===== src/sv/itexp_pkg.sv =====
// Shared constants, types and helpers for the image token expander.
`default_nettype none

package itexp_pkg;

  localparam int MAX_SIDE      = 8;
  localparam int POSITION_BITS = 21;

  localparam int TOKEN_W   = 18;
  localparam int GRID_IN_W = 4;
  localparam int POS_OUT_W = 21;
  localparam int INDEX_W   = 20;
  localparam int COUNT_W   = 21;
  localparam int LIMIT_W   = 21;
  localparam int ERR_W     = 2;

  localparam int SIDE_W = $clog2(MAX_SIDE + 1);
  localparam int CTR_W  = (MAX_SIDE > 1) ? $clog2(MAX_SIDE) : 1;
  localparam int PROD_W = 2 * SIDE_W;

  localparam int APB_ADDR_W = 3;
  localparam int APB_DATA_W = 32;

  localparam logic REG_PAD_TOKEN_ID = 1'b0;
  localparam logic REG_TOKEN_LIMIT  = 1'b1;

  localparam logic [TOKEN_W-1:0] PAD_TOKEN_RESET = '0;
  localparam logic [LIMIT_W-1:0] LIMIT_RESET     = LIMIT_W'(32768);

  typedef enum logic [ERR_W-1:0] {
    ERR_NONE       = 2'd0,
    ERR_EMPTY_GRID = 2'd1,
    ERR_LIMIT      = 2'd2
  } err_code_t;

  typedef struct packed {
    logic      load_text;
    logic      load_err;
    err_code_t err_code;
    logic      start_image;
    logic      step_image;
  } dp_cmd_t;

  typedef struct packed {
    logic is_pad;
    logic grid_empty;
    logic over_limit;
    logic single_cell;
    logic walk_last;
    logic grid_idle;
    logic out_free;
  } dp_status_t;

  function automatic logic [SIDE_W-1:0] sat_side(input logic [GRID_IN_W-1:0] v);
    logic [SIDE_W-1:0] r;
    if (v > GRID_IN_W'(MAX_SIDE)) begin
      r = SIDE_W'(MAX_SIDE);
    end else begin
      r = SIDE_W'(v);
    end
    return r;
  endfunction

endpackage

`default_nettype wire


===== src/sv/itexp_if.sv =====
// Input and result channel interfaces of the image token expander.
`default_nettype none

interface itexp_in_if;
  import itexp_pkg::*;
  logic                 valid;
  logic                 ready;
  logic [TOKEN_W-1:0]   token_value;
  logic [GRID_IN_W-1:0] image_rows;
  logic [GRID_IN_W-1:0] image_columns;

  modport source(output valid, token_value, image_rows, image_columns, input ready);
  modport sink(input valid, token_value, image_rows, image_columns, output ready);
endinterface

interface itexp_out_if;
  import itexp_pkg::*;
  logic                 valid;
  logic                 ready;
  logic [TOKEN_W-1:0]   out_token;
  logic [POS_OUT_W-1:0] pos_temporal;
  logic [POS_OUT_W-1:0] pos_height;
  logic [POS_OUT_W-1:0] pos_width;
  logic [INDEX_W-1:0]   out_index;
  logic                 is_image;
  logic [ERR_W-1:0]     error_code;
  logic                 run_last;

  modport source(output valid, out_token, pos_temporal, pos_height, pos_width,
                 out_index, is_image, error_code, run_last, input ready);
  modport sink(input valid, out_token, pos_temporal, pos_height, pos_width,
               out_index, is_image, error_code, run_last, output ready);
endinterface

`default_nettype wire


===== src/sv/itexp_ctrl.sv =====
// Controller state machine: item accept, error decision and grid walk sequencing.
`default_nettype none

module itexp_ctrl (
  input  logic                  clk,
  input  logic                  rst,
  input  logic                  in_valid,
  output logic                  in_ready,
  input  itexp_pkg::dp_status_t status,
  output itexp_pkg::dp_cmd_t    cmd
);
  import itexp_pkg::*;

  typedef enum logic [0:0] {
    ST_IDLE,
    ST_EXPAND
  } state_t;

  state_t state;
  state_t state_next;
  logic   accept;

  assign in_ready = (state == ST_IDLE) && status.out_free;
  assign accept   = in_valid && in_ready;

  always_comb begin
    state_next      = state;
    cmd.load_text   = 1'b0;
    cmd.load_err    = 1'b0;
    cmd.err_code    = ERR_NONE;
    cmd.start_image = 1'b0;
    cmd.step_image  = 1'b0;
    case (state)
      ST_IDLE: begin
        if (accept) begin
          if (!status.is_pad) begin
            if (status.over_limit) begin
              cmd.load_err = 1'b1;
              cmd.err_code = ERR_LIMIT;
            end else begin
              cmd.load_text = 1'b1;
            end
          end else if (status.grid_empty) begin
            cmd.load_err = 1'b1;
            cmd.err_code = ERR_EMPTY_GRID;
          end else if (status.over_limit) begin
            cmd.load_err = 1'b1;
            cmd.err_code = ERR_LIMIT;
          end else begin
            cmd.start_image = 1'b1;
            if (!status.single_cell) begin
              state_next = ST_EXPAND;
            end
          end
        end
      end
      ST_EXPAND: begin
        if (status.out_free) begin
          cmd.step_image = 1'b1;
          if (status.walk_last) begin
            state_next = ST_IDLE;
          end
        end
      end
      default: begin
        state_next = ST_IDLE;
      end
    endcase
  end

  always_ff @(posedge clk) begin
    if (rst) begin
      state <= ST_IDLE;
    end else begin
      state <= state_next;
    end
  end

endmodule

`default_nettype wire


===== src/sv/itexp_dp.sv =====
// Datapath: position and count state, grid walk counters, result register.
`default_nettype none

module itexp_dp (
  input  logic                            clk,
  input  logic                            rst,
  input  itexp_pkg::dp_cmd_t              cmd,
  output itexp_pkg::dp_status_t           status,
  input  logic [itexp_pkg::TOKEN_W-1:0]   token_value,
  input  logic [itexp_pkg::GRID_IN_W-1:0] image_rows,
  input  logic [itexp_pkg::GRID_IN_W-1:0] image_columns,
  input  logic [itexp_pkg::TOKEN_W-1:0]   pad_token_id,
  input  logic [itexp_pkg::LIMIT_W-1:0]   token_limit,
  itexp_out_if.source                     out_ch
);
  import itexp_pkg::*;

  logic [POSITION_BITS-1:0] running_position;
  logic [COUNT_W-1:0]       emitted_count;
  logic [CTR_W-1:0]         row_counter;
  logic [CTR_W-1:0]         column_counter;
  logic [SIDE_W-1:0]        held_rows;
  logic [SIDE_W-1:0]        held_columns;
  logic                     out_valid;

  logic [TOKEN_W-1:0]   out_token;
  logic [POS_OUT_W-1:0] pos_temporal;
  logic [POS_OUT_W-1:0] pos_height;
  logic [POS_OUT_W-1:0] pos_width;
  logic [INDEX_W-1:0]   out_index;
  logic                 is_image;
  logic [ERR_W-1:0]     error_code;
  logic                 run_last;

  logic [SIDE_W-1:0]  sat_rows;
  logic [SIDE_W-1:0]  sat_cols;
  logic [PROD_W-1:0]  grid_count;
  logic [COUNT_W:0]   need_count;
  logic [CTR_W-1:0]   walk_r;
  logic [CTR_W-1:0]   walk_c;
  logic [SIDE_W-1:0]  walk_rows;
  logic [SIDE_W-1:0]  walk_cols;
  logic               col_end;
  logic               row_end;
  logic               elem_last;
  logic [CTR_W-1:0]   next_r;
  logic [CTR_W-1:0]   next_c;
  logic [SIDE_W-1:0]  walk_max;
  logic               emit_image;
  logic               load_any;

  assign sat_rows   = sat_side(image_rows);
  assign sat_cols   = sat_side(image_columns);
  assign grid_count = PROD_W'(sat_rows) * PROD_W'(sat_cols);
  assign need_count = status.is_pad ? (COUNT_W + 1)'(grid_count) : (COUNT_W + 1)'(1);

  assign emit_image = cmd.start_image || cmd.step_image;
  assign load_any   = emit_image || cmd.load_text || cmd.load_err;

  assign walk_r    = cmd.start_image ? '0 : row_counter;
  assign walk_c    = cmd.start_image ? '0 : column_counter;
  assign walk_rows = cmd.start_image ? sat_rows : held_rows;
  assign walk_cols = cmd.start_image ? sat_cols : held_columns;
  assign col_end   = (SIDE_W'(walk_c) + SIDE_W'(1)) == walk_cols;
  assign row_end   = (SIDE_W'(walk_r) + SIDE_W'(1)) == walk_rows;
  assign elem_last = col_end && row_end;
  assign next_r    = col_end ? walk_r + CTR_W'(1) : walk_r;
  assign next_c    = col_end ? '0 : walk_c + CTR_W'(1);
  assign walk_max  = (walk_rows > walk_cols) ? walk_rows : walk_cols;

  assign status.is_pad      = token_value == pad_token_id;
  assign status.grid_empty  = (image_rows == '0) || (image_columns == '0);
  assign status.over_limit  = ({1'b0, emitted_count} + need_count) > (COUNT_W + 1)'(token_limit);
  assign status.single_cell = (sat_rows == SIDE_W'(1)) && (sat_cols == SIDE_W'(1));
  assign status.walk_last   = ((SIDE_W'(row_counter) + SIDE_W'(1)) == held_rows) &&
                              ((SIDE_W'(column_counter) + SIDE_W'(1)) == held_columns);
  assign status.grid_idle   = (row_counter == '0) && (column_counter == '0);
  assign status.out_free    = !out_valid || out_ch.ready;

  always_ff @(posedge clk) begin
    if (rst) begin
      running_position <= '0;
      emitted_count    <= '0;
      row_counter      <= '0;
      column_counter   <= '0;
      held_rows        <= '0;
      held_columns     <= '0;
      out_valid        <= 1'b0;
    end else begin
      if (load_any) begin
        out_valid <= 1'b1;
      end else if (out_ch.ready) begin
        out_valid <= 1'b0;
      end
      if (cmd.load_text) begin
        emitted_count    <= emitted_count + COUNT_W'(1);
        running_position <= running_position + POSITION_BITS'(1);
      end
      if (emit_image) begin
        emitted_count <= emitted_count + COUNT_W'(1);
        if (cmd.start_image) begin
          held_rows    <= sat_rows;
          held_columns <= sat_cols;
        end
        if (elem_last) begin
          row_counter      <= '0;
          column_counter   <= '0;
          running_position <= running_position + POSITION_BITS'(walk_max);
        end else begin
          row_counter    <= next_r;
          column_counter <= next_c;
        end
      end
    end
  end

  always_ff @(posedge clk) begin
    if (cmd.load_err) begin
      out_token    <= '0;
      pos_temporal <= '0;
      pos_height   <= '0;
      pos_width    <= '0;
      out_index    <= '0;
      is_image     <= 1'b0;
      error_code   <= cmd.err_code;
      run_last     <= 1'b1;
    end else if (cmd.load_text) begin
      out_token    <= token_value;
      pos_temporal <= POS_OUT_W'(running_position);
      pos_height   <= POS_OUT_W'(running_position);
      pos_width    <= POS_OUT_W'(running_position);
      out_index    <= emitted_count[INDEX_W-1:0];
      is_image     <= 1'b0;
      error_code   <= ERR_NONE;
      run_last     <= 1'b1;
    end else if (emit_image) begin
      out_token    <= pad_token_id;
      pos_temporal <= POS_OUT_W'(running_position);
      pos_height   <= POS_OUT_W'(running_position + POSITION_BITS'(walk_r));
      pos_width    <= POS_OUT_W'(running_position + POSITION_BITS'(walk_c));
      out_index    <= emitted_count[INDEX_W-1:0];
      is_image     <= 1'b1;
      error_code   <= ERR_NONE;
      run_last     <= elem_last;
    end
  end

  assign out_ch.valid        = out_valid;
  assign out_ch.out_token    = out_token;
  assign out_ch.pos_temporal = pos_temporal;
  assign out_ch.pos_height   = pos_height;
  assign out_ch.pos_width    = pos_width;
  assign out_ch.out_index    = out_index;
  assign out_ch.is_image     = is_image;
  assign out_ch.error_code   = error_code;
  assign out_ch.run_last     = run_last;

endmodule

`default_nettype wire


===== src/sv/image_token_expand_mrope_positions.sv =====
// Top level: configuration registers, controller and datapath of the image token expander.
// A result sits in the output register from the cycle after its item is accepted.
// A text token or an error yields one result; an image pad yields rows*columns results,
// one per cycle while the output is free, paced by the grid walk counters in the datapath.
// A waiting result holds off the next item; it enters in the cycle that result is taken.
// Reset (synchronous, active high) clears positions, counts and walk state, and sets
// pad_token_id to 0 and token_limit to 32768.
`default_nettype none

module image_token_expand_mrope_positions (
  input  logic                             clk,
  input  logic                             rst,
  input  logic                             psel,
  input  logic                             penable,
  input  logic                             pwrite,
  input  logic [itexp_pkg::APB_ADDR_W-1:0] paddr,
  input  logic [itexp_pkg::APB_DATA_W-1:0] pwdata,
  output logic [itexp_pkg::APB_DATA_W-1:0] prdata,
  output logic                             pready,
  itexp_in_if.sink                         in_ch,
  itexp_out_if.source                      out_ch
);
  import itexp_pkg::*;

  logic [TOKEN_W-1:0] pad_token_id;
  logic [LIMIT_W-1:0] token_limit;
  logic               cfg_write;
  dp_cmd_t            cmd;
  dp_status_t         status;

  assign pready    = 1'b1;
  assign cfg_write = psel && penable && pwrite && pready;

  always_ff @(posedge clk) begin
    if (rst) begin
      pad_token_id <= PAD_TOKEN_RESET;
      token_limit  <= LIMIT_RESET;
    end else if (cfg_write) begin
      case (paddr[2])
        REG_PAD_TOKEN_ID: pad_token_id <= pwdata[TOKEN_W-1:0];
        REG_TOKEN_LIMIT:  token_limit  <= pwdata[LIMIT_W-1:0];
        default: begin
        end
      endcase
    end
  end

  always_comb begin
    case (paddr[2])
      REG_PAD_TOKEN_ID: prdata = APB_DATA_W'(pad_token_id);
      REG_TOKEN_LIMIT:  prdata = APB_DATA_W'(token_limit);
      default:          prdata = '0;
    endcase
  end

  itexp_ctrl u_ctrl (
    .clk      (clk),
    .rst      (rst),
    .in_valid (in_ch.valid),
    .in_ready (in_ch.ready),
    .status   (status),
    .cmd      (cmd)
  );

  itexp_dp u_dp (
    .clk           (clk),
    .rst           (rst),
    .cmd           (cmd),
    .status        (status),
    .token_value   (in_ch.token_value),
    .image_rows    (in_ch.image_rows),
    .image_columns (in_ch.image_columns),
    .pad_token_id  (pad_token_id),
    .token_limit   (token_limit),
    .out_ch        (out_ch)
  );

  a_accept_grid_idle: assert property (@(posedge clk) disable iff (rst)
    in_ch.valid && in_ch.ready |-> status.grid_idle)
    else $error("item accepted during a grid walk");

  a_error_shape: assert property (@(posedge clk) disable iff (rst)
    out_ch.valid && (out_ch.error_code != ERR_NONE) |->
      out_ch.run_last && !out_ch.is_image && (out_ch.out_token == '0))
    else $error("error result with payload");

  a_image_token: assert property (@(posedge clk) disable iff (rst)
    out_ch.valid && out_ch.is_image |->
      (out_ch.out_token == pad_token_id) && (out_ch.error_code == ERR_NONE))
    else $error("image result with wrong token");

  a_one_command: assert property (@(posedge clk) disable iff (rst)
    $onehot0({cmd.load_text, cmd.load_err, cmd.start_image, cmd.step_image}))
    else $error("conflicting datapath commands");

endmodule

`default_nettype wire

===== src/flat_wrapper.sv =====
// flat-port wrapper written by rule: the top's interface ports become plain ports
module image_token_expand_mrope_positions_flat import itexp_pkg::*;
  (clk, rst, psel, penable, pwrite, paddr, pwdata, prdata, pready, in_ch_valid, in_ch_token_value, in_ch_image_rows, in_ch_image_columns, in_ch_ready, out_ch_valid, out_ch_out_token, out_ch_pos_temporal, out_ch_pos_height, out_ch_pos_width, out_ch_out_index, out_ch_is_image, out_ch_error_code, out_ch_run_last, out_ch_ready);
  itexp_in_if in_ch_i ();
  itexp_out_if out_ch_i ();
  input  logic clk;
  input  logic rst;
  input  logic psel;
  input  logic penable;
  input  logic pwrite;
  input  logic [itexp_pkg::APB_ADDR_W-1:0] paddr;
  input  logic [itexp_pkg::APB_DATA_W-1:0] pwdata;
  output logic [itexp_pkg::APB_DATA_W-1:0] prdata;
  output logic pready;
  input wire logic [$bits(in_ch_i.valid)-1:0] in_ch_valid;
  input wire logic [$bits(in_ch_i.token_value)-1:0] in_ch_token_value;
  input wire logic [$bits(in_ch_i.image_rows)-1:0] in_ch_image_rows;
  input wire logic [$bits(in_ch_i.image_columns)-1:0] in_ch_image_columns;
  output wire logic [$bits(in_ch_i.ready)-1:0] in_ch_ready;
  output wire logic [$bits(out_ch_i.valid)-1:0] out_ch_valid;
  output wire logic [$bits(out_ch_i.out_token)-1:0] out_ch_out_token;
  output wire logic [$bits(out_ch_i.pos_temporal)-1:0] out_ch_pos_temporal;
  output wire logic [$bits(out_ch_i.pos_height)-1:0] out_ch_pos_height;
  output wire logic [$bits(out_ch_i.pos_width)-1:0] out_ch_pos_width;
  output wire logic [$bits(out_ch_i.out_index)-1:0] out_ch_out_index;
  output wire logic [$bits(out_ch_i.is_image)-1:0] out_ch_is_image;
  output wire logic [$bits(out_ch_i.error_code)-1:0] out_ch_error_code;
  output wire logic [$bits(out_ch_i.run_last)-1:0] out_ch_run_last;
  input wire logic [$bits(out_ch_i.ready)-1:0] out_ch_ready;
  assign in_ch_i.valid = in_ch_valid;
  assign in_ch_i.token_value = in_ch_token_value;
  assign in_ch_i.image_rows = in_ch_image_rows;
  assign in_ch_i.image_columns = in_ch_image_columns;
  assign in_ch_ready = in_ch_i.ready;
  assign out_ch_valid = out_ch_i.valid;
  assign out_ch_out_token = out_ch_i.out_token;
  assign out_ch_pos_temporal = out_ch_i.pos_temporal;
  assign out_ch_pos_height = out_ch_i.pos_height;
  assign out_ch_pos_width = out_ch_i.pos_width;
  assign out_ch_out_index = out_ch_i.out_index;
  assign out_ch_is_image = out_ch_i.is_image;
  assign out_ch_error_code = out_ch_i.error_code;
  assign out_ch_run_last = out_ch_i.run_last;
  assign out_ch_i.ready = out_ch_ready;
  image_token_expand_mrope_positions u_core (.clk(clk), .rst(rst), .psel(psel), .penable(penable), .pwrite(pwrite), .paddr(paddr), .pwdata(pwdata), .prdata(prdata), .pready(pready), .in_ch(in_ch_i), .out_ch(out_ch_i));
endmodule

===== config.mk =====
export PLATFORM = sky130hd
export DESIGN_NAME = image_token_expand_mrope_positions_flat
export DESIGN_NICKNAME = d
export VERILOG_FILES = /design/src/sv/itexp_pkg.sv /design/src/sv/itexp_if.sv /design/src/sv/itexp_ctrl.sv /design/src/sv/itexp_dp.sv /design/src/sv/image_token_expand_mrope_positions.sv /design/src/flat_wrapper.sv
export SDC_FILE = /design/constraint.sdc
export NUM_CORES = 1
export LEC_CHECK = 0
export ABC_AREA = 1
export BUFFER_PORTS_ARGS = -buffer_cell sky130_fd_sc_hd__buf_2
export CAP_MARGIN = 10
export CORE_MARGIN = 4
export CORE_UTILIZATION = 62
export CTS_CLUSTER_DIAMETER = 50
export DETAILED_ROUTE_END_ITERATION = 10
export GPL_TIMING_DRIVEN = 0
export PLACE_DENSITY = 0.95
export SYNTH_ARGS = -nofsm -noshare
export SYNTH_HDL_FRONTEND = slang
export SYNTH_HIERARCHICAL = 1
export SYNTH_SLANG_ARGS = --single-unit

===== constraint.sdc =====
create_clock -name clk -period 21.8 [get_ports clk]
set_clock_uncertainty 0.15 [all_clocks]
set_input_delay 1.09 -clock clk [delete_from_list [all_inputs] [get_ports clk]]
set_output_delay 1.09 -clock clk [all_outputs]
set_load 0.02 [all_outputs]

* Yosys cells after proc, flatten, opt, wreduce, memory -nomap -nowiden
Index checks and enable logic that the tools add are counted.
** Word-level totals
- Bits in registers :: 202
- Bits of input ports :: 68
- Output and inout port bits :: 140
- Word-level logic and storage cells :: 117
** Operators by class
- Add/sub/neg operators :: 12
- Multiply operators :: 1
- Order comparisons :: 4
- Eq/ne operators :: 7
- Mux-type cells :: 52
- Bitwise logic cells :: 2
- Reduce and logical (&&, ||, !) cells :: 21
** Operator list (count)
- two-way mux 21 bit :: 11
- one-hot mux 32 bit (2 select lines) :: 1
- adder 21 x 1 -> 21 bit, second input constant :: 2
- adder 21 x 3 -> 21 bit :: 2
- two-way mux 20 bit :: 2
- two-way mux 18 bit :: 2
- two-way mux 3 bit :: 9
- adder 21 x 8 -> 22 bit :: 1
- > comparator 22 x 21 -> 1 bit :: 1
- adder 21 x 4 -> 21 bit :: 1
- two-way mux 4 bit :: 5
- == test 18 bit :: 1
- adder 3 x 1 -> 4 bit, second input constant :: 4
- == test 4 bit :: 4
- two-way mux 1 bit :: 15
- two-way mux 5 bit :: 2
- == test 4 x 1 -> 1 bit, second input constant :: 2
- > comparator 4 bit, second input constant :: 2
- zero test 4 bit :: 2
- multiplier 4 x 4 -> 8 bit :: 1
- two-way mux 8 bit :: 1
- logical AND 1 bit :: 7
- adder 3 x 1 -> 3 bit, second input constant :: 2
- two-way mux 2 bit :: 3
- 9 further kinds :: 16

* Longest topological paths before layout
- Depth in word-level cells :: 17
- Depth in mapped cells :: 66
- Depth with buffers taken out :: 66

* Hierarchy
Netlist, hierarchy kept.
** Modules (own cells, without submodules)
- itexp_dp :: instances 1, cells each 1562, area an instance 10324.9 um^2, seq. area each 3263.1 um^2
- image_token_expand_mrope_positions :: instances 1, cells each 317, area an instance 2153.3 um^2, seq. area each 780.7 um^2
- itexp_ctrl :: instances 1, cells each 21, area an instance 130.1 um^2, seq. area each 20.0 um^2

* Worst setup path before layout
No wires, ideal clock.
- Path kind :: input-to-reg
- From :: in in_ch_image_rows[0]
- To :: reg u_core.u_dp.running_position[18]
- Setup time :: 0.128 ns
- Arrival :: 8.605 ns
- Required time :: 21.522 ns
- Slack :: 12.918 ns
- Stages :: 60
- Buffers on the path :: 2
- Cells stage by stage :: nor2_1 > nand2_1 > nand2_1 > nand2_1 > inv_1 > nand2_1 > fa_1 > inv_1 > fa_1 > inv_1 > fa_1 > nor2_1 > o21ai_0 > nand2_1 > xnor2_1 > nor2_1 > ha_1 > nand2_1 > [... 24 more ...] > ha_1 > inv_1 > nor2_1 > o21ai_0 > a32o_1 > o21ai_0 > ha_1 > fa_1 > nand2_1 > nand2_1 > nand2_1 > nor2_1 > nand2_1 > nand2_1 > nand2_1 > nand3_1 > nand2_1 > nor2_1
** RTL lines
- start: declaration :: line flat_wrapper.sv:17 : input wire logic [$bits(in_ch_i.image_rows)-1:0] in_ch_image_rows;
- end signal: assignment :: line itexp_dp.sv:97 : running_position <= running_position + POSITION_BITS'(1);
- end signal: assignment :: line itexp_dp.sv:108 : running_position <= running_position + POSITION_BITS'(walk_max);
- end: declaration :: line itexp_dp.sv:18 : logic [POSITION_BITS-1:0] running_position;

==> impl_metrics.ini <==
[pwr]
power.total_mw = 1.001
pwr-share-comb_pct = 14.1
p_per_area_mw_per_mm2 = 67.61
ir_worst_vdd_mv = 0.07551
p_int_mw = 0.7115
netSwitchingPower_mw = 0.2894
switching_share_pct = 28.91
p_leak_nw = 7.517
p_seq_share_pct = 40.6
clkPwrFrac_pct = 45.3

[grt]
antenna_found_initial = 0
grt_use_total_pct = 35.82
grt_max_degree = 15
grt_overflow = 0
grt_pass1_vias = 13240
grt_pass1_wl_um = 65180

[critical_path]
worstPathRequired_ns = 22.02
crit_type = in2reg
crit_path_start_kind = input port
critical-path-top-delay-family = simple AND/OR/NAND/NOR gates
cp.arrival_ns = 10.54
path_buf_inv = 10
critical_path.max_fanout = 10
slowest_stage = fa_1
end_kind = flip-flop
critical_path.max_stage_delay_ns = 0.59
crit_path_frequent_cell = nand2_1

[timing]
tightestPinTransition_ns = 0.8517
rsz0062_at_grt = no
fmax_mhz = 96.98
layout_min_cycle_time_ns = 10.31
finalSetupViolations = 0
setup-tns-final_ns = 0
hold_viol_final = 0
maxSlewHeadroom_pct = 42.78
fin_crit_sh_pct = 47.30
slew_viol_final = 0

[clocking]
numCtsBuffers = 26
clock_latency_ns = 0.53
h-tree-depth = 1
path_clk_slew_ns = 0.06
hold_buffers = 0
postCtsSetupBuffers = 0
root_buffer = clkbuf_16
cts_tree = yes
cts_resized = 0
cts.sinks = 202
cts_max_path_buffers = 3

[drt]
first_pass_iters = 7
antenna_left = 0
num_vias = 13750
wirelength_um = 41640
drt_iter0_markers = 1734
drcViolationCount = 0
wl_per_cell_um = 17.34
viasPerCell = 5.726

[placement]
place_inst = 2354
dp_hpwl_um = 30910
gp_congestion = 1.032
port_buffers = 181

[layout]
fillerInstances = 1518
drive_above_1_share_pct = 16.00
synthToLayoutAreaGrowth_pct = 17.50
diodes = 0
fin_nets = 2256
stdcell_count = 2402

[floorplanning]
die_y_um = 150.6
initial_core_util_pct = 63.90
fp-row-count = 51
die-width_um = 150.6
core_area_mm2 = 0.01972
dieArea_mm2 = 0.02267
io_pins = 208

[min_path]
hp-class = reg2reg

[yosys]
syn_area_mm2 = 0.01260
yosysWarnings = 6
avgSynthCellArea_um2 = 6.638
netlist_instances = 1898

[flow_run]
cap_violations = 0

[status]
outcome = finished clean
-- cell type report --
type                       instances  area, um^2  area share [%]
buffer                            85       510.5           3.448
clock buffer                      32       723.2           4.885
clock inverter                    16       206.4           1.395
inverter                         248       933.4           6.305
multi-input combinational       1373        7129           48.16
sequential                       202        4064           27.45
tap                              265       331.6           2.240
timing repair buffer             181       905.9           6.119
-- power groups by stage --
stage | Combinational, mW | Clock, mW | Sequential (mW)
after floorplan | 0.0657 | 0 | 0.431
after global placement | 0.132 | 0 | 0.413
after detailed placement | 0.136 | 0 | 0.414
after CTS | 0.138 | 0.456 | 0.406
after global routing | 0.151 | 0.472 | 0.408
final | 0.141 | 0.453 | 0.407
-- registers in the layout, indices dropped and copies added, names as in the netlist, 18 cells and up --
signal,cells
u_core/u_dp/out_ch.pos_temporal,21
u_core/u_dp/out_ch.out_index,20
u_core/u_dp/out_ch.pos_width,21
u_core/u_dp/out_ch.out_token,18
u_core/u_dp/out_ch.pos_height,21
u_core/token_limit,21
u_core/u_dp/emitted_count,21
u_core/pad_token_id,18
u_core/u_dp/running_position,21
-- tightest hold or removal path: stages, from the launching register on --
cell	delay [ns]
dfxtp_1	0.31
nand2_1	0.06
a21oi_1	0.05
-- through the flow --
stage	area (um^2)	setup slack (ns)	util (%)	hold WS (ns)
final	14800	11.49	75.08	0.3135
after global routing	14800	10.81	75.08	0.3240
after CTS	14800	11.72	75.08	0.3098
after detailed placement	13870	11.21	70.37	0.3051
after global placement	13870	11.46	70.37	0.2746
after floorplan	12640	12.92	-	0.3097
-- path summary, 6_finish.rpt --
kind / from / to / slack, ns / depth (start not counted)
worst max-delay path: in_ch_image_rows[1] / u_core/u_dp/running_position[18] / 11.49 / 63
worst min-delay path: u_core/u_dp/out_ch.pos_height[1] / u_core/u_dp/out_ch.pos_height[1] / 0.31 / 2
worst min register to register: u_core/u_dp/out_ch.pos_height[1] / u_core/u_dp/out_ch.pos_height[1] / 0.31 / 2
worst max register to register: u_core/pad_token_id[14] / u_core/u_dp/running_position[18] / 13.19 / 54
-- cell usage in the layout (no fill, tap or decap), types with 25 or more instances in the layout --
master and instances:
nand3_1 117, nor2_1 259, nor3_1 25, clkbuf_1 31
nand2_1 501, ha_1 63, clkbuf_16 26, buf_2 203
o21ai_0 92, inv_1 239, xor2_1 51, dfxtp_1 200
a21oi_1 75
-- metal layers --
metal	vias up	track usage [%]	routed length [um]
met2	898	59.83	19340
met3	210	6.833	4583
met4	0	19.21	2484
li1	6404	-	-
met5	-	0	0
met1	6241	43.60	15230
Power figures use the tool's default switching activity.
